### src/design/csrec_ram.sv
`default_nettype none

module csrec_ram #(
  parameter int unsigned WIDTH = 8,
  parameter int unsigned DEPTH = 16
) (
  input  wire logic                     clk_i,
  input  wire logic                     we_i,
  input  wire logic [$clog2(DEPTH)-1:0] waddr_i,
  input  wire logic [WIDTH-1:0]         wdata_i,
  input  wire logic                     re_i,
  input  wire logic [$clog2(DEPTH)-1:0] raddr_i,
  output logic      [WIDTH-1:0]         rdata_o
);

  logic [WIDTH-1:0] mem_q [DEPTH];

  // Read returns old data on a same-address write
  always_ff @(posedge clk_i) begin
    if (re_i) begin
      rdata_o <= mem_q[raddr_i];
    end
    if (we_i) begin
      mem_q[waddr_i] <= wdata_i;
    end
  end

endmodule

`default_nettype wire

### config.mk
export PLATFORM = sky130hd
export DESIGN_NAME = csrec_ram
export DESIGN_NICKNAME = d
export VERILOG_FILES = /design/src/design/csrec_ram.sv
export SDC_FILE = /design/constraint.sdc
export NUM_CORES = 1
export LEC_CHECK = 0
export BUFFER_PORTS_ARGS = -buffer_cell sky130_fd_sc_hd__buf_2
export CAP_MARGIN = 20
export CORE_AREA = 2 2 136 138
export CTS_CLUSTER_SIZE = 8
export DETAILED_ROUTE_END_ITERATION = 16
export DIE_AREA = 0 0 138 140
export SLEW_MARGIN = 20
export SYNTH_ARGS = -nofsm -noshare
export SYNTH_HDL_FRONTEND = slang
export SYNTH_SLANG_ARGS = --single-unit
### constraint.sdc
create_clock -name clk_i -period 2.2 [get_ports clk_i]
set_clock_uncertainty 0.15 [all_clocks]
set_input_delay 0.11 -clock clk_i [delete_from_list [all_inputs] [get_ports clk_i]]
set_output_delay 0.11 -clock clk_i [all_outputs]
set_load 0.005 [all_outputs]
* Word level (Yosys, flattened, before mapping) *
Memory sizes are Yosys's and may differ from the RTL's. A register that Yosys moved wholly into a read port is not among the register bits.
Index checks and enable logic that the tools add are counted.
Widths: inputs -> output; s select.

storage, ports and cells
  register bits after elaboration = 0
  memory bits (writable) = 128
  bits of input ports = 19
  output and inout port bits = 8
  logic and storage cells = 3
  memories = 1

cells by class
  muxes and demuxes = 2

memory list
  name   depth  bits a word  rd ports  clocked after Yosys merged registers in  write ports  RTL line  text
  mem_q  16     8            1         1                                        1            16        logic [WIDTH-1:0] mem_q [DEPTH];

operator list
  kind    count
  $mux 1  2

* Logic depth before layout (Yosys ltp) *
  depth in word-level cells = 2
  depth in mapped cells = 5
  gate-level depth less buffers = 3

* Least setup slack after synthesis *
OpenSTA, ideal clock, no wires.

  path type = input port to flip-flop
  from = input waddr_i[2]
  to = memory mem_q[0][0], enable pin
  library setup time = 383 ps
  data arrival time = 1220 ps
  required time = 1667 ps
  setup slack = 447 ps
  cell stages on the path = 2
  buffers on the path = 0
  cell sequence = or3b_2 -> nor3_1

RTL lines
  element      RTL line  text
  from (decl)  9         input wire logic [$clog2(DEPTH)-1:0] waddr_i,
  to (decl)    16

Straight into the memory's write port.

==> metrics.md <==
| Metric | Value |
|---|---|
| Post-route core utilization | `35.95%` |
| Synth Instances | `229` |
| Post-synthesis average cell area | `22.83 sq um` |
| Capture point of the worst reg-to-reg path | `rdata_o[5]$_DFFE_PP_` |
| RR Startpoint | `mem_q[3][5]$_DFFE_PP_` |
| First-pass GRT wire length | `15560 um` |
| WHS Endpoint | `mem_q[8][0]$_DFFE_PP_` |
| Placed Cells | `495` |
| Main synth FF type | `edfxtp_1` |
| Synth Net Count | `248` |
| Max Cap Viol | `0` |
| Most common cell in the netlist | `edfxtp_1` |
| Vias per cell | `4.619` |
| Die area | `0.01932 sq mm` |
| Number of global-route vias before repair | `2590` |
| Nets@finish | `313` |
| Library cells used by synthesis | `18` |
| Worst EP arrival | `1630 ps` |
| Hold Vio Cnt, Final | `0` |
| Number of clock sinks | `136` |
| Maximum operating frequency | `0.6133 GHz` |
| Max VDD drop | `608.3 uV` |
| Buf+Inv Stages, Crit Path | `0` |
| Gr ovfl total | `0` |
| CP startpoint | `mem_q[3][5]$_DFFE_PP_` |
| Pre-antenna DRT Iters | `4` |
| P&R area growth vs syn | `22.28%` |
| Register share of total power | `50.0%` |
| Initial antenna violation count | `0` |
| Pins Over Slew Limit | `0` |
| YS warnings | `0` |
| CP Depth | `3` |
| Synth top cells by count | `edfxtp_1, mux4_2, a22oi_1, mux4_1, nor2_1` |
| Die outline width | `138 um` |
| CP max stage delay | `490 ps` |
| Initial Util | `29.40%` |
| Num CTS Buffers | `17` |
| Share of layout cells above drive strength 1 | `31.27%` |
| Post-synthesis register bit count | `136` |
| HP Class | `in -> reg` |
| Lkg Pwr | `2.136 nW` |
| Crit path kind | `reg -> reg` |
| Input/output buffers | `26` |
| Element type at the critical path end | `register` |
| Async S/R FF share, synth | `0%` |
| Sw power | `1.182 mW` |
| Post-synth EDFFs | `136` |
| Final Hold Slack | `103.7 ps` |
| Die Ht | `140 um` |
| Sw Ratio | `20.13%` |
| Routed Antenna Nets | `0` |
| Worst skew pair latency | `410 ps` |
| Sequential-to-total area share from yosys stat | `78.12%` |
| Synth top area share | `78.12%` |
| Io pins | `27` |
| Placer Congestion | `0.6874` |
| Largest net degree at the start of global routing | `33` |
| Final Instance Count excl. Fillers | `536` |
| Cell Area, Placed | `0.005741 sq mm` |
| Final WL | `10120 um` |
| Final Cycle Share | `74.11%` |
| Outcome | `finished, final reports clean` |
| DP HPWL | `6504 um` |
| Hold path depth | `3` |
| N_diodes | `0` |
| Drt drc | `0` |
| Pwr Density | `918.6 mW/mm^2` |
| DR WL/cell | `18.88 um` |
| Clk slew on worst S/H paths | `60 ps` |
| Clock tree buffer depth | `2` |
| Number of H-tree levels | `4` |
| Top area cells in the synthesized netlist | `edfxtp_1, mux4_2, mux4_1` |
| Depth of the most critical reg-to-reg path | `3` |
| CTS tree | `yes` |
| Final TNS setup | `0 ps` |
| Cell area after layout | `0.006392 sq mm` |
| Clk pwr share | `45.3%` |
| Cell taking the most area after synthesis | `edfxtp_1` |
| Filler cells | `1664` |
| Final setup fails | `0` |
| P_int | `4.690 mW` |
| GRT Util Overall | `11.01%` |
| WP data required | `2200 ps` |
| Critical path's slowest cell | `mux4_1` |
| Vias after detailed routing | `2476` |
| Site Rows | `49` |
| FF-to-FF setup slack | `570 ps` |
| CP max FO | `1` |
| CP Cell Sequence | `mux4_1, a22oi_1, nand2_1` |
| Area of the core | `0.01778 sq mm` |
| Root Buffer | `clkbuf_16` |
| Worst-Margin Slew | `392.5 ps` |
| Netlist area before placement | `0.005228 sq mm` |
| Startpoint types | `register` |
| Number of DRC markers in iteration 0 | `201` |
| RSZ-0062 raised after global routing | `false` |
| Comb pwr share | `4.8%` |
| Minimum clock period | `1630 ps` |
| Max-slew headroom | `73.83%` |
| Largest delay share family, worst path | `multiplexers` |
| Hold Crit Start | `waddr_i[0]` |
power groups by stage:
stage | Combinational [mW] | Sequential [mW] | Clock, mW
4_1_cts | 0.286 | 2.94 | 2.71
3_3_place_gp | 0.266 | 2.99 | 0
5_1_grt | 0.306 | 2.94 | 2.84
6_report | 0.279 | 2.94 | 2.66
2_1_floorplan | 0.147 | 2.99 | 0
3_5_place_dp | 0.272 | 2.99 | 0
worst min-delay path: stages:
cell,delay (ps)
buf_2,140
nor3_1,60
buf_4,170
kinds of logic (layout without fill, tap and decap cells):
| family | count (synthesis) | after routing | synth area share, % |
|---|---|---|---|
| buf+inv | 10 | 88 | 1.651 |
| mux | 32 | 32 | 14.79 |
| flops | 136 | 136 | 78.12 |
| compound gates | 16 | 16 | 2.298 |
| simple gates | 35 | 35 | 3.136 |
sequential cells by signal, summed over array words and instances, names as in the netlist:
signal   count
mem_q      128
rdata_o      8
final cells by class:
type	count	area (sq um)	share of cell area (%)
repair buffers	56	402.9	6.303
flip-flops and latches	136	4084	63.89
clock inverters	15	136.4	2.133
well taps	229	286.5	4.482
clock buffers	17	425.4	6.655
multi-input cells	83	1057	16.54
cell usage in the layout (no fill, tap or decap):
master and n:
buf_12 2, and2b_1 1, mux4_2 18, dlygate4sd3_1 9
buf_2 26, a22oi_1 16, nand2b_1 2, or3b_2 1
nand2_1 9, nand3b_1 2, clkinv_1 2, clkinvlp_4 4
nand3_1 1, nor3_1 4, bufinv_16 2, and2_1 1
clkbuf_16 17, mux4_1 14, buf_4 19, edfxtp_1 136
clkinv_4 1, clkinv_2 6, nor2b_1 1, nor2_1 13
per-layer routing:
metal,global-route usage [%],wire (um),up-vias
met5,0,0,-
met4,4.672,125,0
met3,3.043,385,11
met2,16.41,4636,54
met1,15.24,4972,1297
li1,-,-,1114
timing repair:
action,CTS,global route
buffers inserted,0,0
hold buffers,9,0
resized for setup,0,0
endpoints found under the hold margin,136,0
worst max path at each step:
stage / to
finish: rdata_o[5]$_DFFE_PP_
global route: rdata_o[4]$_DFFE_PP_
CTS: rdata_o[5]$_DFFE_PP_
detailed placement: rdata_o[5]$_DFFE_PP_
global placement: rdata_o[5]$_DFFE_PP_
floorplan: mem_q[0][0]$_DFFE_PP_
metrics by stage:
stage          total power [mW]  setup WS, ps
2_1_floorplan             3.133         447.1
3_3_place_gp              3.254         349.7
3_5_place_dp              3.262         308.2
4_1_cts                   5.933         555.1
5_1_grt                   6.085         479.4
6_report                  5.872         569.6
Power figures use the tool's default switching activity.
