### src/design/csrec_pkg.sv
`default_nettype none

package csrec_pkg;

  // Fixed field widths of the stream and configuration channels
  localparam int unsigned ClipW    = 8;
  localparam int unsigned AttW     = 8;
  localparam int unsigned NowW     = 32;
  localparam int unsigned InDataW  = 48;
  localparam int unsigned OutDataW = 16;
  localparam int unsigned OutPadW  = 4;
  localparam int unsigned CfgIdxW  = 2;
  localparam int unsigned CfgDataW = 16;

  // Request kinds carried on tuser
  typedef enum logic [1:0] {
    KIND_EVENT = 2'd0,
    KIND_CHECK = 2'd1,
    KIND_CLEAR = 2'd2
  } csrec_kind_e;

  // Actions reported per result
  typedef enum logic [1:0] {
    ACT_NONE       = 2'd0,
    ACT_CONNECT    = 2'd1,
    ACT_DISCONNECT = 2'd2,
    ACT_EVICT      = 2'd3
  } csrec_action_e;

  // Configuration register indexes
  typedef enum logic [CfgIdxW-1:0] {
    REG_MAX_ATTEMPTS    = 2'd0,
    REG_DEBOUNCE_MS     = 2'd1,
    REG_REARM_DWELL_MS  = 2'd2,
    REG_ACTIONS_ENABLED = 2'd3
  } csrec_reg_e;

  typedef struct packed {
    logic [AttW-1:0] max_attempts;
    logic [15:0]     debounce_ms;
    logic [15:0]     rearm_dwell_ms;
    logic            actions_enabled;
  } csrec_cfg_t;

  typedef struct packed {
    csrec_kind_e      kind;
    logic [ClipW-1:0] clip_index;
    logic             turn_on;
    logic             observed_on;
    logic             gated;
    logic             has_evict;
    logic [NowW-1:0]  now_ms;
  } csrec_item_t;

  typedef struct packed {
    logic [ClipW-1:0] target_clip;
    csrec_action_e    action;
    logic             released;
    logic             gave_up;
    logic             last;
  } csrec_result_t;

  // Control decisions from the update logic
  typedef struct packed {
    logic       wr_en;
    logic       set_active;
    logic       clr_active;
    logic       clr_all;
    logic [1:0] n_res;
  } csrec_ctl_t;

endpackage

`default_nettype wire

### src/design/csrec_step.sv
`default_nettype none

module csrec_step #(
  parameter int unsigned TIME_BITS = 32
) (
  input  csrec_pkg::csrec_item_t   item_i,
  input  csrec_pkg::csrec_cfg_t    cfg_i,
  input  wire logic                idx_ok_i,
  input  wire logic                active_i,
  input  wire logic                want_i,
  input  wire logic [7:0]          attempts_i,
  input  wire logic [TIME_BITS-1:0] last_time_i,
  input  wire logic                pend_i,
  input  wire logic [TIME_BITS-1:0] rearm_time_i,
  output csrec_pkg::csrec_ctl_t    ctl_o,
  output logic                     want_o,
  output logic [7:0]               attempts_o,
  output logic [TIME_BITS-1:0]     last_time_o,
  output logic                     pend_o,
  output logic [TIME_BITS-1:0]     rearm_time_o,
  output csrec_pkg::csrec_result_t res0_o,
  output csrec_pkg::csrec_result_t res1_o
);

  import csrec_pkg::*;

  logic [TIME_BITS-1:0] now_t;
  logic [TIME_BITS-1:0] since_rearm;
  logic [TIME_BITS-1:0] since_action;
  logic                 dwell_wait;
  logic                 debounce_wait;
  logic                 first;

  // Time differences wrap at TIME_BITS
  assign now_t         = TIME_BITS'(item_i.now_ms);
  assign since_rearm   = now_t - rearm_time_i;
  assign since_action  = now_t - last_time_i;
  assign dwell_wait    = since_rearm < TIME_BITS'(cfg_i.rearm_dwell_ms);
  assign debounce_wait = (last_time_i != '0) && (since_action < TIME_BITS'(cfg_i.debounce_ms));
  assign first         = attempts_i == '0;

  // Per-request entry update and results
  always_comb begin
    ctl_o        = '0;
    want_o       = want_i;
    attempts_o   = attempts_i;
    last_time_o  = last_time_i;
    pend_o       = pend_i;
    rearm_time_o = rearm_time_i;
    res0_o       = '{target_clip: item_i.clip_index, action: ACT_NONE,
                     released: 1'b0, gave_up: 1'b0, last: 1'b1};
    res1_o       = '{target_clip: item_i.clip_index, action: ACT_CONNECT,
                     released: 1'b0, gave_up: 1'b0, last: 1'b1};
    unique case (item_i.kind)
      KIND_EVENT: begin
        if (idx_ok_i) begin
          ctl_o.wr_en      = 1'b1;
          ctl_o.set_active = 1'b1;
          want_o           = item_i.turn_on;
          // new or changed desire restarts progress
          if (!active_i || (want_i != item_i.turn_on)) begin
            attempts_o   = '0;
            last_time_o  = '0;
            pend_o       = 1'b0;
            rearm_time_o = '0;
          end
        end
      end
      KIND_CHECK: begin
        if (idx_ok_i && active_i && cfg_i.actions_enabled) begin
          ctl_o.n_res = 2'd1;
          priority if (item_i.observed_on == want_i) begin
            ctl_o.clr_active = 1'b1;
            res0_o.released  = 1'b1;
          end else if (pend_i) begin
            if (!dwell_wait) begin
              ctl_o.wr_en   = 1'b1;
              pend_o        = 1'b0;
              last_time_o   = now_t;
              res0_o.action = ACT_DISCONNECT;
            end
          end else if (attempts_i >= cfg_i.max_attempts) begin
            ctl_o.clr_active = 1'b1;
            res0_o.released  = 1'b1;
            res0_o.gave_up   = 1'b1;
          end else if (!debounce_wait) begin
            ctl_o.wr_en = 1'b1;
            attempts_o  = attempts_i + 8'd1;
            last_time_o = now_t;
            priority if (want_i) begin
              if (first) begin
                res0_o.action = ACT_CONNECT;
              end else begin
                // re-arm: disconnect then connect
                ctl_o.n_res   = 2'd2;
                res0_o.action = ACT_DISCONNECT;
                res0_o.last   = 1'b0;
              end
            end else if (first) begin
              priority if (item_i.gated) begin
                res0_o.action = ACT_DISCONNECT;
              end else if (item_i.has_evict) begin
                res0_o.action = ACT_EVICT;
              end else begin
                res0_o.action = ACT_NONE;
              end
            end else begin
              priority if (item_i.has_evict) begin
                res0_o.action = ACT_EVICT;
              end else if (item_i.gated) begin
                pend_o        = 1'b1;
                rearm_time_o  = now_t;
                res0_o.action = ACT_CONNECT;
              end else begin
                res0_o.action = ACT_NONE;
              end
            end
          end else begin
            // debounce still running: one result with no action
          end
        end
      end
      KIND_CLEAR: begin
        ctl_o.clr_all = 1'b1;
      end
      default: begin
      end
    endcase
  end

endmodule

`default_nettype wire

### config.mk
export PLATFORM = sky130hd
export DESIGN_NAME = csrec_step
export DESIGN_NICKNAME = d
export VERILOG_FILES = /design/src/design/csrec_pkg.sv /design/src/design/csrec_step.sv
export SDC_FILE = /design/constraint.sdc
export NUM_CORES = 1
export LEC_CHECK = 0
export ABC_AREA = 1
export BUFFER_PORTS_ARGS = -buffer_cell sky130_fd_sc_hd__buf_2
export CELL_PAD_IN_SITES_DETAIL_PLACEMENT = 1
export CELL_PAD_IN_SITES_GLOBAL_PLACEMENT = 1
export CORE_UTILIZATION = 38
export DETAILED_ROUTE_END_ITERATION = 8
export GPL_ROUTABILITY_DRIVEN = 0
export PLACE_DENSITY = 0.92
export REMOVE_ABC_BUFFERS = 1
export SLEW_MARGIN = 20
export SYNTH_ARGS = -nofsm -noshare
export SYNTH_HDL_FRONTEND = slang
export SYNTH_SLANG_ARGS = --single-unit
### constraint.sdc
create_clock -name vclk -period 7
set_input_delay 0.7 -clock vclk [all_inputs]
set_output_delay 0.7 -clock vclk [all_outputs]
set_load 0.1 [all_outputs]
* Word level (Yosys, flattened, before mapping) *
Index checks and enable logic that the tools add are counted.

operators by class
  $add $sub $neg = 3
  multiplexer cells = 88
  reduce and logical (&&, ||, !) cells = 8
  eq/ne operators = 4
  order comparisons = 3

operator list
  cell                                                 number
  2-to-1 mux 32 bit                                    19
  case mux 32 bit (2 select lines)                     2
  < comparator 32 x 16 -> 1 bit                        2
  subtractor 32 bit                                    2
  2-to-1 mux 8 bit                                     7
  2-to-1 mux 2 bit                                     21
  2-to-1 mux 1 bit                                     33
  nonzero test 32 bit                                  1
  case mux 8 bit (2 select lines)                      1
  2-to-1 mux 5 bit                                     2
  adder 8 x 1 -> 8 bit, second input constant          1
  >= comparator 8 bit                                  1
  zero test 8 bit                                      1
  case mux 1 bit (2 select lines)                      2
  logical AND 1 bit                                    3
  2-to-1 mux 3 bit                                     1
  equality test 2 x 1 -> 1 bit, second input constant  1
  equality test 2 bit, second input constant           1
  zero test 2 bit                                      1
  equality test 1 bit                                  1
  zero test 1 bit                                      1
  logical OR 1 bit                                     1
  inequality test 1 bit                                1

storage, ports and cells
  register bits = 0
  output and inout port bits = 106
  word-level logic and storage cells = 106
  bits of input ports = 163

* Depth between registers and ports, before layout *
  depth after elaboration = 10
  depth in mapped cells = 29
  gate-level depth less buffers = 29

* Worst setup path after synthesis *
No wires, ideal clock.

  path type = input port to output port
  from = in item_i[0] (netlist name)
  to = out res0_o[0] (netlist name)
  buffers on the path = 0
  data arrival time = 5396 ps
  data required time = 6300 ps
  cell stages on the path = 29
  slack = 904 ps
  cell sequence = inv_1 -> ha_1 -> fa_1 -> inv_1 -> nand2_1 -> nand2_1 -> nand3_1 -> nand2_1 -> nand2_1 -> nand2_1 -> xor2_1 -> ha_1 -> a21oi_1 -> o21ai_0 -> nor2_1 -> nand2_1 -> nor2_1 -> nand2_1 -> nor2_1 -> nand2_1 -> nor2_2 -> nand3_4 -> nand2_8 -> inv_1 -> nand2_1 -> nor2_1 -> nand2_1 -> nor2_1 -> inv_1

RTL lines
  element          line              text
  start, declared  csrec_step.sv:6   input csrec_pkg::csrec_item_t item_i,
  end, declared    csrec_step.sv:21  output csrec_pkg::csrec_result_t res0_o,

* Worst setup path after layout *
  from = in last_time_i[2]
  to = out rearm_time_o[8]

on the way
  cells in the longest elaborated chain, start to end = 9
  elaborated cells between the ends (all ways) = 10
  those cells by class = 1 x add/sub; 1 x order compare; 6 x mux; 2 x reduce/logical

ends and longest elaborated chain
  element                             line              text
  start, declared                     csrec_step.sv:12  input wire logic [TIME_BITS-1:0] last_time_i,
  subtractor 32 bit                   csrec_step.sv:37  assign since_action = now_t - last_time_i;
  < comparator 32 x 16 -> 1 bit       csrec_step.sv:39  assign debounce_wait = (last_time_i != '0) && (since_action < TIME_BITS'(cfg_i.debounce_ms));
  logical AND 1 bit *                 csrec_step.sv:39
  2-to-1 mux 32 bit *                 csrec_step.sv:86  end else if (!debounce_wait) begin
  2-to-1 mux 32 bit *                 csrec_step.sv:82  end else if (attempts_i >= cfg_i.max_attempts) begin
  2-to-1 mux 32 bit *                 csrec_step.sv:75  end else if (pend_i) begin
  2-to-1 mux 32 bit *                 csrec_step.sv:72  priority if (item_i.observed_on == want_i) begin
  2-to-1 mux 32 bit *                 csrec_step.sv:70  if (idx_ok_i && active_i && cfg_i.actions_enabled) begin
  case mux 32 bit (2 select lines) *  csrec_step.sv:54  unique case (item_i.kind)
  end, declared                       csrec_step.sv:20  output logic [TIME_BITS-1:0] rearm_time_o,

Every way passes the cells marked *; elsewhere a longest branch is shown, timed or not.

==> impl_metrics.toml <==
[grt]
grtUsageTotal_pct = 32.89
grt_max_degree = 70
grt_pass1_wl_mm = 71.17
grt_pass1_vias = 14540
gr-total-overflow = 0
antenna_found_initial = 1

[floorplanning]
coreArea_sq_um = 25400
rows = 58
die_h_um = 163.8
ios = 269
die_width_um = 163.8
initial_core_util_pct = 39.15
die-area_sq_um = 26820

[place]
place_ws_ps = 1209
numPortBuffers = 240
hpwl_mm = 37.19

[status]
outcome = "complete, no violations"

[power_and_ir_drop]
p_per_area_nw_per_um2 = 109.5
cell_internal_pwr_mw = 0.3107
power_frac_clock_pct = 0
power.share.switching_pct = 74.59
power_frac_comb_pct = 100.0
switchingPower_mw = 0.9118
p_leak_nw = 7.198
p_seq_share_pct = 0
vdd_drop_max_uv = 63.77

[final_layout]
final_cell_mix = "nand2_1, inv_1, buf_2"
n_fill_cell = 4027
syn_to_final_growth_pct = 12.27
seq_cells = 0
final_common_cell = "nand2_1"
seq_area_sq_um = 0
drive_gt1_share_pct = 12.30
nets = 2530
clkbuf_count = 0
multi_input_area_sq_um = 7936

[timing]
hold_viol = 0
period_share_pct = 84.01
setup_violations = 0
slew_headroom_pct = 32.01
min_period_ps = 5881
setup_slack_ps = 1119
max_freq_ghz = 0.1701
worst_pin_slew_ps = 1019
final_max_slew_viol_count = 0
rsz0062_at_grt = "false"
fin_setup_tns_ps = 0

[setup_path]
critPathCaptureType = "output pin"
worstPathArrival_ps = 5180
required_ps = 6300
cp-start-kind = "primary input"
cp_max_fo = 64
worstSetupPathType = "in2out"

[routing]
routedWlPerCell_um = 17.30
via_count = 14240
wl_met3_mm = 2.610
via_per_inst = 5.493
highest_layer = "met4"
drtIter0Drc = 857
drt_wl_total_mm = 44.85
drc = 0
antenna_left = 0
first_pass_iters = 5
dr_wl_met2_mm = 21.99
m1WireLength_mm = 18.04

[worst_hold_path]
whs_path_depth = 0
hp-class = "in2out"

[clocking]
cts_resized = 0
cts_hold_buf = 0
cts_setup_buffers = 0

[synthesis]
yosysTopAreaCellShare_pct = 30.96
synthCells = 2088
synthesis.area_sq_um = 9943
synth_area_leaders = "nand2_1, inv_1, ha_1, nor2_1, nand3_1"
yosysUniqueCellTypes = 48
syn_area_per_cell_sq_um = 4.762
ys_warn_count = 0
synth_top_cell_by_area = "nand2_1"
yosysSeqAreaShare_pct = 0

[job]
max_cap_violations = 0
==> cell type report <==
class	instances	share of cell area [%]
Antenna cell	1	0.02242
Multi-Input combinational cell	1601	71.09
Tap cell	330	3.699
Inverter	412	13.89
Timing Repair Buffer	248	11.30
==> Yosys cell counts (6+ instances only) <==
cell and instances:
a21boi_1 11, nand3_1 144, o21ai_0 22, inv_1 407, nor2_2 9, clkbuf_1 25, buf_2 10, nor2_1 212
a21oi_1 87, xor2_1 27, buf_4 32, nand4_1 82, nand2_1 820, ha_1 102, o21ai_1 21, nor3_1 9
and2_1 10, buf_8 6
==> power by group through the flow <==
stage          logic, mW  registers, mW  clock network [mW]
6_report            1.22              0        0.0000000191
5_1_grt             1.33              0        0.0000000191
4_1_cts             1.20              0                   0
3_5_place_dp        1.20              0                   0
3_3_place_gp        1.15              0                   0
2_1_floorplan      0.867              0                   0
==> worst max-delay path, cell delays in order <==
cell and delay [ps]:
buf_2 110, inv_1 90, ha_1 430, nand3_1 150
nand2_1 160, nand2_1 70, nand2_1 140, nand2_1 90
nand2_2 120, xor2_1 190, ha_1 280, a21oi_1 200
o21ai_0 120, nor2_1 110, nand2_1 60, nor2_1 110
nand2_1 70, nor2_1 80, nand2_1 70, nor2_2 130
nand3_4 190, nand4_4 540, o21ai_0 200, a21boi_1 220
buf_2 460
==> metal layers <==
metal  track usage, %  vias up
met4            16.08        0
met3            3.157      175
met1            38.81     6785
met2            59.11      527
li1                 -     6750
met5                0        -
==> per-stage QoR <==
| step | total power, mW | instance area [sq um] | hold WS, ps | std cells | utilization [%] |
|---|---|---|---|---|---|
| final | 1.222 | 11160 | 1401 | 2592 | 43.95 |
| after detailed placement | 1.199 | 11160 | 1401 | 2591 | 43.94 |
| after global routing | 1.327 | 11160 | 1401 | 2592 | 43.95 |
| after floorplan | 0.8666 | 9462 | 1400 | 2013 | - |
| after global placement | 1.146 | 11160 | 1401 | 2591 | 43.93 |
| after CTS | 1.205 | 11160 | 1401 | 2591 | 43.94 |
==> path summary, 6_finish.rpt <==
path	start	endpoint
min	item_i[36]	res0_o[5]
max	last_time_i[2]	rearm_time_o[8]
==> cells by family after synthesis <==
group           Yosys count  synth area share (%)
simple gates           1301                 54.50
buf+inv                 490                 20.51
compound gates          159                 8.859
fa+ha+maj               104                 13.24
xor+xnor                 32                 2.819
other cells               2               0.07553
No activity file was read; power rests on OpenSTA's default activity.
