## src/design/csrec_pkg.sv

```systemverilog
`default_nettype none

package csrec_pkg;

  // Fixed field widths of the stream and configuration channels
  localparam int unsigned ClipW    = 8;
  localparam int unsigned AttW     = 8;
  localparam int unsigned NowW     = 32;
  localparam int unsigned InDataW  = 48;
  localparam int unsigned OutDataW = 16;
  localparam int unsigned OutPadW  = 4;
  localparam int unsigned CfgIdxW  = 2;
  localparam int unsigned CfgDataW = 16;

  // Request kinds carried on tuser
  typedef enum logic [1:0] {
    KIND_EVENT = 2'd0,
    KIND_CHECK = 2'd1,
    KIND_CLEAR = 2'd2
  } csrec_kind_e;

  // Actions reported per result
  typedef enum logic [1:0] {
    ACT_NONE       = 2'd0,
    ACT_CONNECT    = 2'd1,
    ACT_DISCONNECT = 2'd2,
    ACT_EVICT      = 2'd3
  } csrec_action_e;

  // Configuration register indexes
  typedef enum logic [CfgIdxW-1:0] {
    REG_MAX_ATTEMPTS    = 2'd0,
    REG_DEBOUNCE_MS     = 2'd1,
    REG_REARM_DWELL_MS  = 2'd2,
    REG_ACTIONS_ENABLED = 2'd3
  } csrec_reg_e;

  typedef struct packed {
    logic [AttW-1:0] max_attempts;
    logic [15:0]     debounce_ms;
    logic [15:0]     rearm_dwell_ms;
    logic            actions_enabled;
  } csrec_cfg_t;

  typedef struct packed {
    csrec_kind_e      kind;
    logic [ClipW-1:0] clip_index;
    logic             turn_on;
    logic             observed_on;
    logic             gated;
    logic             has_evict;
    logic [NowW-1:0]  now_ms;
  } csrec_item_t;

  typedef struct packed {
    logic [ClipW-1:0] target_clip;
    csrec_action_e    action;
    logic             released;
    logic             gave_up;
    logic             last;
  } csrec_result_t;

  // Control decisions from the update logic
  typedef struct packed {
    logic       wr_en;
    logic       set_active;
    logic       clr_active;
    logic       clr_all;
    logic [1:0] n_res;
  } csrec_ctl_t;

endpackage

`default_nettype wire

```

## src/design/csrec_outq.sv

```systemverilog
`default_nettype none

module csrec_outq (
  input  wire logic                clk_i,
  input  wire logic                rst_ni,
  input  wire logic [1:0]          push_n_i,
  input  csrec_pkg::csrec_result_t res0_i,
  input  csrec_pkg::csrec_result_t res1_i,
  input  wire logic                pop_i,
  output logic [1:0]               cnt_o,
  output logic                     valid_o,
  output csrec_pkg::csrec_result_t head_o
);

  import csrec_pkg::*;

  csrec_result_t slot_q [2];
  csrec_result_t slot_d [2];
  logic [1:0]    cnt_q;
  logic [1:0]    cnt_d;
  logic [1:0]    base;

  // Shift out on pop, then append pushed results behind what remains
  always_comb begin
    slot_d = slot_q;
    base   = cnt_q - {1'b0, pop_i};
    if (pop_i) begin
      slot_d[0] = slot_q[1];
    end
    if (push_n_i != 2'd0) begin
      slot_d[base[0]] = res0_i;
    end
    if (push_n_i == 2'd2) begin
      slot_d[1] = res1_i;
    end
    cnt_d = base + push_n_i;
  end

  always_ff @(posedge clk_i or negedge rst_ni) begin
    if (!rst_ni) begin
      cnt_q <= '0;
    end else begin
      cnt_q <= cnt_d;
    end
  end

  always_ff @(posedge clk_i) begin
    slot_q <= slot_d;
  end

  assign cnt_o   = cnt_q;
  assign valid_o = cnt_q != 2'd0;
  assign head_o  = slot_q[0];

endmodule

`default_nettype wire

```

## config.mk

```make
export PLATFORM = sky130hd
export DESIGN_NAME = csrec_outq
export DESIGN_NICKNAME = d
export VERILOG_FILES = /design/src/design/csrec_pkg.sv /design/src/design/csrec_outq.sv
export SDC_FILE = /design/constraint.sdc
export NUM_CORES = 1
export LEC_CHECK = 0
export ABC_AREA = 0
export BUFFER_PORTS_ARGS = -buffer_cell sky130_fd_sc_hd__buf_2
export CORE_UTILIZATION = 35
export CTS_CLUSTER_DIAMETER = 30
export DETAILED_ROUTE_END_ITERATION = 16
export GPL_TIMING_DRIVEN = 0
export HOLD_SLACK_MARGIN = 0.02
export SLEW_MARGIN = 20
export SYNTH_ARGS = -nofsm -noshare
export SYNTH_HDL_FRONTEND = slang
export SYNTH_SLANG_ARGS = --single-unit
```

## constraint.sdc

```tcl
create_clock -name clk_i -period 2.1 [get_ports clk_i]
set_input_delay 0.105 -clock clk_i [delete_from_list [all_inputs] [get_ports clk_i]]
set_output_delay 0.105 -clock clk_i [all_outputs]
set_load 0.01 [all_outputs]
```

# Yosys cells after proc, flatten, opt, wreduce, memory -nomap -nowiden
# Index checks and enable logic that the tools add are counted.
[classes] n_addsub=2 order_cmp=2 eq_ne=1 n_mux=6 bitwise_logic=1 reduce_logical=4
[ops] op="13-bit two-way mux" n=3
[ops] op="26-bit bitwise mux" n=1
[ops] op="26-bit two-way mux" n=1
[ops] op="13-bit demux with 1-bit select" n=1
[ops] op="2-bit nonzero test" n=3
[ops] op="2-bit adder" n=1
[ops] op="2-bit == test (second input constant)" n=1
[ops] op="2-bit >= comparator (second input constant)" n=1
[ops] op="2-bit by 1-bit less-than comparator with 1-bit output (second input constant)" n=1
[ops] op="1-bit NOT with 2-bit output" n=1
[ops] op="2-bit by 1-bit subtractor with 2-bit output" n=1
[ops] op="1-bit logical AND" n=1
[word_totals] reg_bits=28 input_bits=31 output_inout_bits=16 wordCells=27

# Depth between registers and ports, before layout
# Gate-level depths: netlist of run 1.
[logic_depth] depth_word=9 mapped_depth=6 ltp_nobuf=4

# Worst setup path before layout of run 1
# OpenSTA, ideal clock, no wires.
[synth_timing] path_type="register -> register" from="reg, netlist name cnt_o[0]" to="reg slot_q[0] in the netlist's numbering, enable pin" setup_time_ns=0.284 arrival_time_ns=1.348 t_required_ns=1.816 setup_slack_ns=0.468 path_stages_with_launch=6 n_path_buf=1 period_less_slack_ns=1.632 path_cell_list="dfrtp_1 -> inv_1 -> ha_1 -> nor2b_1 -> buf_2 -> or2_2"
[synth_lines] element="end signal: assignment" line_no="csrec_outq.sv:48" text="slot_q <= slot_d;"
[synth_lines] element="end: declaration" line_no="csrec_outq.sv:17" text="csrec_result_t slot_q [2];"

==> impl_metrics.toml, run 1 <==
[layout]
fill_cells = 357
area.growth.synth_to_final_pct = 25.3
diodes = 0
fin_cells = 194
drive_gt1_share_pct = 66.4
fin_nets = 179

[sta]
final.min_clock_period_ns = 1.70
post-route-period-util_pct = 80.8
finalMaxSlewViolations = 0
slew_headroom_pct = 78.0
rsz0062_at_grt = "no"
fin_setup_tns_ns = 0
clock_skew_ns = 0.00185
finalSetupViolCount = 0
hold_viol_final = 0
max_freq_mhz = 589
tightest_slew_ns = 0.330

[route]
wl_mm = 2.67
remaining_drc_errors = 0
postRouteAntennaNets = 0
routedWlPerCell_um = 13.7
vias = 880
dr.pass1.iters = 4
first_iter_violations = 41
routed_via_density = 4.54

[place]
dp.cells = 189
port_buffers = 46
hpwlAfterDp_mm = 1.89
place_congestion = 0.748

[flow_run]
maxCapViolations = 0

[clocking]
h-tree-depth = 1
cts_tree = "yes"
clock_path_buffers = 2
clkSinkCount = 28
post-cts-setup-buffers = 0
worst_skew_pair.late_latency_ns = 0.27
clkSlewWorstSetupHoldPaths_ns = 0.09
cts_buffers = 3
cts-resized-gates = 0
holdBufCountCts = 1
cts_root_buffer = "clkbuf_8"

[synth]
mappedNetlistArea_um2 = 1410
yosysSeqAreaShare_pct = 49.8
synthesis.nets = 127
ys_ff_latch = 28
yosys.area.top_type_share_pct = 27.8
avgSynthCellArea_um2 = 14.8
yosys.area.top_type = "edfxtp_1"
ys_top_cells_by_area = "edfxtp_1, mux2_4, dfxtp_1"
ys_warn_count = 0
yosysUniqueCellTypes = 16
syn-instance-count = 95

[floorplanning]
initial_core_util_pct = 37.6
io_pins = 47
num_rows = 22
fp.dieArea_um2 = 4280
core_um2 = 3740
die_y_um = 65.4
die_w_um = 65.4

[pwr]
p_leak_nw = 0.852
p_per_area_nw_per_um2 = 1310
max-vdd-ir-drop_v = 0.000729

[setup_path]
arrival_ns = 1.69
cp_max_fo = 13
critPathSlowestCell = "or2_2"
crit_required_ns = 2.09
crit_family = "simple AND/OR/NAND/NOR gates"
critPathMaxStageDelay_ns = 0.45
endpoint_kind = "register"
path_class = "reg2reg"
reg2reg_setup_slack_ns = 0.40
timing.rr.start = "cnt_o[0]$_DFF_PN0_"
cp_num_buf_inv = 2
r2r-end = "slot_q[0]$_DFFE_PP_"
crit_path_cell_trace = "inv_1, ha_1, nor2b_1, buf_2, or2_2"
start_kind = "register"
reg2reg_depth = 5

[global_route]
grt_max_degree = 16
overflow = 0
grt_pass1_vias = 927
grt_use_total_pct = 13.9
grt_pass1_wl_mm = 4.53
antenna_found_initial = 0

[worst_hold_path]
min_delay_worst_endpoint = "cnt_o[0]$_DFF_PN0_"
whs_path_depth = 2
worstHoldStart = "push_n_i[0]"
min_path_type = "in2reg"

[run_status]
status = "finished, final reports clean"
## cell families after synthesis
kind of cell / synth area share (%)
compound gates: 8.72
xor+xnor: 2.85
fa+ha+maj: 0.890
buf+inv: 9.79
flops: 49.8
mux: 26.2
simple gates: 1.78
## report_power, final
part / internal [mW] / switching (mW) / total, mW / leakage (nW)
combinational: 0.671 / 0.400 / 1.07 / 0.560
sequential: 0.807 / 0.0970 / 0.904 / 0.264
clock: 0.168 / 0.161 / 0.328 / 0.0288
## cells in the final DEF (no fill, tap or decap), types with 2 or more instances in the layout
| cell type | synthesis | final |
|---|---|---|
| clkbuf_8 | 0 | 4 |
| nor2b_1 | 2 | 2 |
| or2_2 | 2 | 2 |
| mux2_2 | 6 | 6 |
| buf_4 | 15 | 15 |
| dfrtp_1 | 2 | 2 |
| a22o_1 | 13 | 13 |
| buf_2 | 2 | 48 |
| xnor2_1 | 2 | 2 |
| mux2_4 | 20 | 20 |
| edfxtp_1 | 13 | 13 |
| dfxtp_1 | 13 | 13 |
## worst max path at each step
| stage | slack [ns] | to | cells past startpoint | from |
|---|---|---|---|---|
| finish | 0.40 | slot_q[0]$_DFFE_PP_ | 5 | cnt_o[0]$_DFF_PN0_ |
| global route | 0.25 | slot_q[10]$_DFFE_PP_ | 5 | cnt_o[0]$_DFF_PN0_ |
| CTS | 0.36 | slot_q[10]$_DFFE_PP_ | 5 | cnt_o[0]$_DFF_PN0_ |
| detailed placement | 0.39 | slot_q[8]$_DFFE_PP_ | 5 | cnt_o[0]$_DFF_PN0_ |
| global placement | 0.43 | slot_q[8]$_DFFE_PP_ | 5 | cnt_o[0]$_DFF_PN0_ |
| floorplan | 0.47 | slot_q[0]$_DFFE_PP_ | 5 | cnt_o[0]$_DFF_PN0_ |
## per-stage QoR
stage / util (%) / instance area (um^2) / power (mW) / hold slack [ns] / worst slack (ns)
3_3_place_gp: 45.3 / 1700 / 1.96 / -0.111 / 0.428
5_1_grt: 47.1 / 1760 / 2.45 / 0.0674 / 0.252
2_1_floorplan: - / 1410 / 1.71 / -0.191 / 0.468
4_1_cts: 47.1 / 1760 / 2.33 / 0.0550 / 0.365
6_report: 47.1 / 1760 / 2.30 / 0.0655 / 0.403
3_5_place_dp: 45.3 / 1700 / 1.99 / -0.106 / 0.393
## sequential cells by signal (all words and copies together) (netlist names)
signal	count
cnt_o	2
slot_q	13
head_o	13
## synth_stat cells (all sizes together)
| cell type | n |
|---|---|
| mux2 | 26 |
| buf | 18 |
| a22o | 13 |
| dfxtp | 13 |
| edfxtp | 13 |
| dfrtp | 2 |
| nor2b | 2 |
| or2 | 2 |
| xnor2 | 2 |
| ha | 1 |
| inv | 1 |
| o21ai | 1 |
| xnor3 | 1 |
## metal layers
metal,vias up,wire [um],GRT usage (%)
met5,-,0,0
met4,0,8,0.815
met3,2,209,4.86
met2,33,1170,22.8
li1,439,-,-
met1,406,1280,18.5
## area by class of cell
type / instances / area (um^2) / share of cell area, %
buffer: 18 / 134 / 7.60
clock buffer: 4 / 55.1 / 3.12
inverter: 1 / 3.75 / 0.213
multi-input combinational: 48 / 568 / 32.2
sequential: 28 / 701 / 39.8
tap: 48 / 60.1 / 3.41
timing repair buffer: 47 / 240 / 13.6
## worst register-to-register path, stage by stage, from the launching register on
cell and delay [ns]:
dfrtp_1 0.38, inv_1 0.05, ha_1 0.33, nor2b_1 0.06
buf_2 0.15, or2_2 0.45
No activity file was read; power rests on OpenSTA's default activity.
==> run 2: changes to the inputs <==
clock period = 1.65 ns   (was 2.1 ns; I/O delays follow)
==> run 2 against run 1 <==
Critical path depth increased by 1. Sequential power up 27%. Via count is 1.6% higher. Combinational power rose by 33%. Non-clock buffer count grew 1. Power up 29%. Critical path type unchanged. Utilization increased by 0.60 points. Clock power up 27%. Sequential share of layout area is 0.50 points lower.
==> impl_metrics.toml, run 2 (synthesis gave the netlist of run 1 again) <==
[global_route]
overflow = 0
grt_pass1_vias = 932
grt_max_degree = 16
use_met1_pct = 18.4
antenna_found_initial = 0
grt_use_total_pct = 13.9
use_met3_pct = 4.86
grt_pass1_wl_mm = 4.53
top_usage_layer = "met2"
use_met2_pct = 22.9

[setup_path]
r2r-end = "slot_q[11]$_DFFE_PP_"
cp_max_fo = 10
reg2reg_setup_slack_ns = 0.09
startpoint = "cnt_o[0]$_DFF_PN0_"
timing.rr.start = "cnt_o[0]$_DFF_PN0_"
critPathMaxStageDelay_ns = 0.35
arrival_ns = 1.59
path_class = "reg2reg"
reg2reg_depth = 6
critPathSlowestCell = "dfrtp_1"
crit_path_cell_trace = "inv_1, ha_4, nor2b_1, buf_2, buf_4, a22o_1"
endpoint_kind = "register"
start_kind = "register"
crit_required_ns = 1.68

[clocking]
clock_path_buffers = 2
cts_root_buffer = "clkbuf_8"
cts_buffers = 3
clkSinkCount = 28
worst_skew_pair.late_latency_ns = 0.27
cts_tree = "yes"
clkSlewWorstSetupHoldPaths_ns = 0.09
h-tree-depth = 1

[sta]
rsz0062_at_grt = "no"
max_freq_mhz = 642
hold_viol_final = 0
finalWorstSetupSlack_ns = 0.0934
tightest_slew_ns = 0.290
post-route-period-util_pct = 94.3
slew_headroom_pct = 80.6
fin_setup_tns_ns = 0
clock_skew_ns = 0.00294
final.min_clock_period_ns = 1.56
finalSetupViolCount = 0
finalMaxSlewViolations = 0

[pwr]
swShare_pct = 28.5
p_leak_nw = 0.857
pwr-share-clk_pct = 14.0
p_per_area_nw_per_um2 = 1670
p_int_mw = 2.13
power_frac_comb_pct = 47.5
max-vdd-ir-drop_v = 0.000926
fin_total_pwr_mw = 2.98
p_seq_share_pct = 38.5
p_switching_mw = 0.850

[place]
hpwlAfterDp_mm = 1.89
place_congestion = 0.748
pre_cts_ws_ns = -0.0572
dpl_cell_area_um2 = 1700
port_buffers = 46

[layout]
fin_nets = 180
drive_gt1_share_pct = 67.3
fill_cells = 357
layout_common_cells = "buf_2, mux2_4, buf_4"
final_common_cell = "buf_2"
area.growth.synth_to_final_pct = 26.9
final_cell_area_um2 = 1780
diodes = 0

[worst_hold_path]
min_delay_worst_endpoint = "cnt_o[0]$_DFF_PN0_"
whs_path_depth = 2
min_path_type = "in2reg"
worstHoldStart = "push_n_i[0]"

[floorplanning]
initial_core_util_pct = 37.6
die_y_um = 65.4
die_w_um = 65.4
fp.dieArea_um2 = 4280
num_rows = 22
io_pins = 47
core_um2 = 3740

[route]
dr.pass1.iters = 4
vias = 894
routedWlPerCell_um = 13.9
postRouteAntennaNets = 0
routed_via_density = 4.58
first_iter_violations = 44
remaining_drc_errors = 0
wl_mm = 2.71

[flow_run]
maxCapViolations = 0

[run_status]
status = "finished, final reports clean"
## run 2: changes by cell type in the layout (fill, tap and decap cells not counted), sizes merged
cell	delta
buf	+1
## run 2: layout make-up
class                      instances  area (um^2)  share of cell area, %
sequential                        28          701                   39.3
inverter                           1         3.75                  0.210
multi-input combinational         48          583                   32.7
clock buffer                       4         55.1                   3.09
tap                               48         60.1                   3.37
timing repair buffer              48          248                   13.9
buffer                            18          134                   7.50
## run 2: worst max-delay path: cells and delay by family, from the launching register on
| kind | cells | cell delay [ns] |
|---|---|---|
| compound gates | 1 | 0.24 |
| buf+inv | 3 | 0.41 |
| fa+ha+maj | 1 | 0.28 |
| flops | 1 | 0.35 |
| simple gates | 1 | 0.04 |
## run 2: worst max-delay path by stage
stage                                      end  cells after the start
after CTS                  slot_q[6]$_DFFE_PP_                      6
after global placement     slot_q[8]$_DFFE_PP_                      5
after global routing       slot_q[1]$_DFFE_PP_                      6
after detailed placement   slot_q[8]$_DFFE_PP_                      5
after floorplan            slot_q[0]$_DFFE_PP_                      5
final                     slot_q[11]$_DFFE_PP_                      6
## run 2: what timing repair did
action                                 CTS  global route
setup endpoints to repair               14            23
hold buffers                             1             0
endpoints found under the hold margin    2             0
cloned                                   0             0
buffers inserted                         1             0
gates resized for setup                  1             1
## run 2: metal layers
| layer | vias up | wire length, um | part of all wire, % |
|---|---|---|---|
| li1 | 442 | - | - |
| met1 | 417 | 1270 | 47 |
| met2 | 33 | 1230 | 45 |
| met3 | 2 | 212 | 7.8 |
| met4 | 0 | 8 | 0.29 |
| met5 | - | 0 | 0 |
## run 2: power groups by stage
stage / logic (mW) / registers [mW] / clock network (mW)
floorplan: 1.03 / 1.14 / 0
global placement: 1.35 / 1.15 / 0
detailed placement: 1.37 / 1.17 / 0
CTS: 1.41 / 1.15 / 0.438
global route: 1.53 / 1.18 / 0.464
finish: 1.42 / 1.15 / 0.416
## run 2: stage by stage
stage	instances	hold WS (ns)	util (%)
2_1_floorplan	95	-0.213	-
3_3_place_gp	189	-0.133	45.3
3_5_place_dp	189	-0.129	45.3
4_1_cts	195	0.0325	47.3
5_1_grt	195	0.0449	47.7
6_report	195	0.0480	47.7
==> run 3: changes to the inputs <==
CELL_PAD_IN_SITES_DETAIL_PLACEMENT = 1   (was unset)
CELL_PAD_IN_SITES_GLOBAL_PLACEMENT = 2   (was unset)
CORE_UTILIZATION = 33   (was 35)
PLACE_DENSITY_LB_ADDON = 0.1   (was unset)
==> run 3 against run 2 <==
Critical path depth decreased by 1. First-iteration DRC count decreased by 50%. Power increased by 1.1%. Sequential cell count unchanged. Sequential share of layout area decreased by 0.25 points. Critical endpoint unchanged. Clock-buffer cell count unchanged. Global-route usage increased by 0.92 points. Utilization decreased by 3.4 points. Non-clock buffer count decreased by 1. Clock power increased by 4.8%.
==> impl_metrics.toml, run 3 (synthesis gave the netlist of run 1 again) <==
[setup_path]
critPathMaxStageDelay_ns = 0.37
timing.rr.start = "cnt_o[0]$_DFF_PN0_"
crit_path_cell_trace = "inv_1, ha_4, nor2b_1, buf_4, or2_2"
reg2reg_depth = 5
reg2reg_setup_slack_ns = 0.08
arrival_ns = 1.59
crit_required_ns = 1.66
cp_max_fo = 7
path_class = "reg2reg"
r2r-end = "slot_q[11]$_DFFE_PP_"
endpoint_kind = "register"
critPathSlowestCell = "dfrtp_1"
start_kind = "register"

[route]
dr.pass1.iters = 2
postRouteAntennaNets = 0
wl_mm = 3.04
first_iter_violations = 22
vias = 921
routedWlPerCell_um = 15.4
routed_via_density = 4.68
remaining_drc_errors = 0

[sta]
fin_setup_tns_ns = 0
tightest_slew_ns = 0.418
rsz0062_at_grt = "no"
clock_skew_ns = 0.00622
finalMaxSlewViolations = 0
finalWorstSetupSlack_ns = 0.0780
max_freq_mhz = 636
hold_viol_final = 0
slew_headroom_pct = 72.1
final.min_clock_period_ns = 1.57
hold_ws_ns = 0.0292
post-route-period-util_pct = 95.3
finalSetupViolCount = 0

[place]
dp.cells = 191
dpl_cell_area_um2 = 1700
pre_cts_ws_ns = -0.0812
port_buffers = 46
hpwlAfterDp_mm = 2.12
place_congestion = 0.625

[clocking]
clkSinkCount = 28
worst_skew_pair.late_latency_ns = 0.28
clock_path_buffers = 2
clkSlewWorstSetupHoldPaths_ns = 0.10
cts_tree = "yes"
cts_root_buffer = "clkbuf_8"
h-tree-depth = 1
cts_buffers = 3

[global_route]
grt_max_degree = 16
antenna_found_initial = 0
grt_pass1_vias = 976
grt_use_total_pct = 14.9
grt_pass1_wl_mm = 4.79
overflow = 0

[floorplanning]
core_um2 = 4060
initial_core_util_pct = 34.7
num_rows = 23
die_w_um = 67.3
fp.dieArea_um2 = 4530
die_y_um = 67.3
io_pins = 47

[worst_hold_path]
worstHoldStart = "push_n_i[0]"
min_path_type = "in2reg"
whs_path_depth = 2
min_delay_worst_endpoint = "cnt_o[0]$_DFF_PN0_"

[layout]
final_common_cell = "buf_2"
area.growth.synth_to_final_pct = 27.7
final_cell_area_um2 = 1800
layout_common_cells = "buf_2, mux2_4, buf_4"
finish.utilization_pct = 44.2
drive_gt1_share_pct = 67.3
fin_nets = 180
diodes = 0
fin_cells = 197

[run_status]
status = "finished, final reports clean"

[pwr]
p_leak_nw = 0.859
max-vdd-ir-drop_v = 0.000664
fin_total_pwr_mw = 3.01
p_per_area_nw_per_um2 = 1680

[flow_run]
maxCapViolations = 0
-- run 3: worst max-delay path by stage --
| stage | cells past startpoint | to | from | slack, ns |
|---|---|---|---|---|
| 3_5_place_dp | 5 | slot_q[5]$_DFFE_PP_ | cnt_o[0]$_DFF_PN0_ | -0.08 |
| 5_1_grt | 5 | head_o[9]$_DFF_P_ | cnt_o[0]$_DFF_PN0_ | 0.02 |
| 4_1_cts | 6 | slot_q[1]$_DFFE_PP_ | cnt_o[0]$_DFF_PN0_ | 0.03 |
| 6_report | 5 | slot_q[11]$_DFFE_PP_ | cnt_o[0]$_DFF_PN0_ | 0.08 |
| 3_3_place_gp | 5 | slot_q[5]$_DFFE_PP_ | cnt_o[0]$_DFF_PN0_ | -0.08 |
| 2_1_floorplan | 5 | slot_q[0]$_DFFE_PP_ | cnt_o[0]$_DFF_PN0_ | 0.02 |
-- run 3: critical path, delay by kind of cell, from the launching register on --
kind                     cells  cell delay, ns
flip-flops                   1            0.37
buffers and inverters        2            0.23
AND/OR/NAND/NOR              2            0.41
adder cells (fa/ha/maj)      1            0.28
-- run 3: metal layers --
metal	track usage, %	wire (um)	vias up
met1	18.5	1340	449
met2	25.6	1530	28
met4	5.59	28	0
met5	0	0	-
li1	-	-	440
met3	2.36	137	4
-- run 3: layout make-up --
cell class,instances,area (um^2)
plain buffers,18,144
clock buffers,4,55.1
fillers,431,2260
inverters,1,3.75
multi-input cells,49,589
flip-flops and latches,28,701
well taps,50,62.6
repair buffers,47,240
-- run 3: power by group --
group          switching [mW]  internal, mW
Clock                   0.222         0.214
Sequential              0.117          1.03
Combinational           0.540         0.896
Total                   0.879          2.14
-- run 3: timing repair --
| action | 4_1_cts | 5_1_grt |
|---|---|---|
| pin swaps | 0 | 1 |
| cloned | 0 | 1 |
| gates resized for setup | 2 | 4 |
| endpoints found under the hold margin | 2 | 0 |
| buffers inserted | 0 | 0 |
| endpoints found under the setup margin | 21 | 17 |
| hold buffers | 1 | 0 |
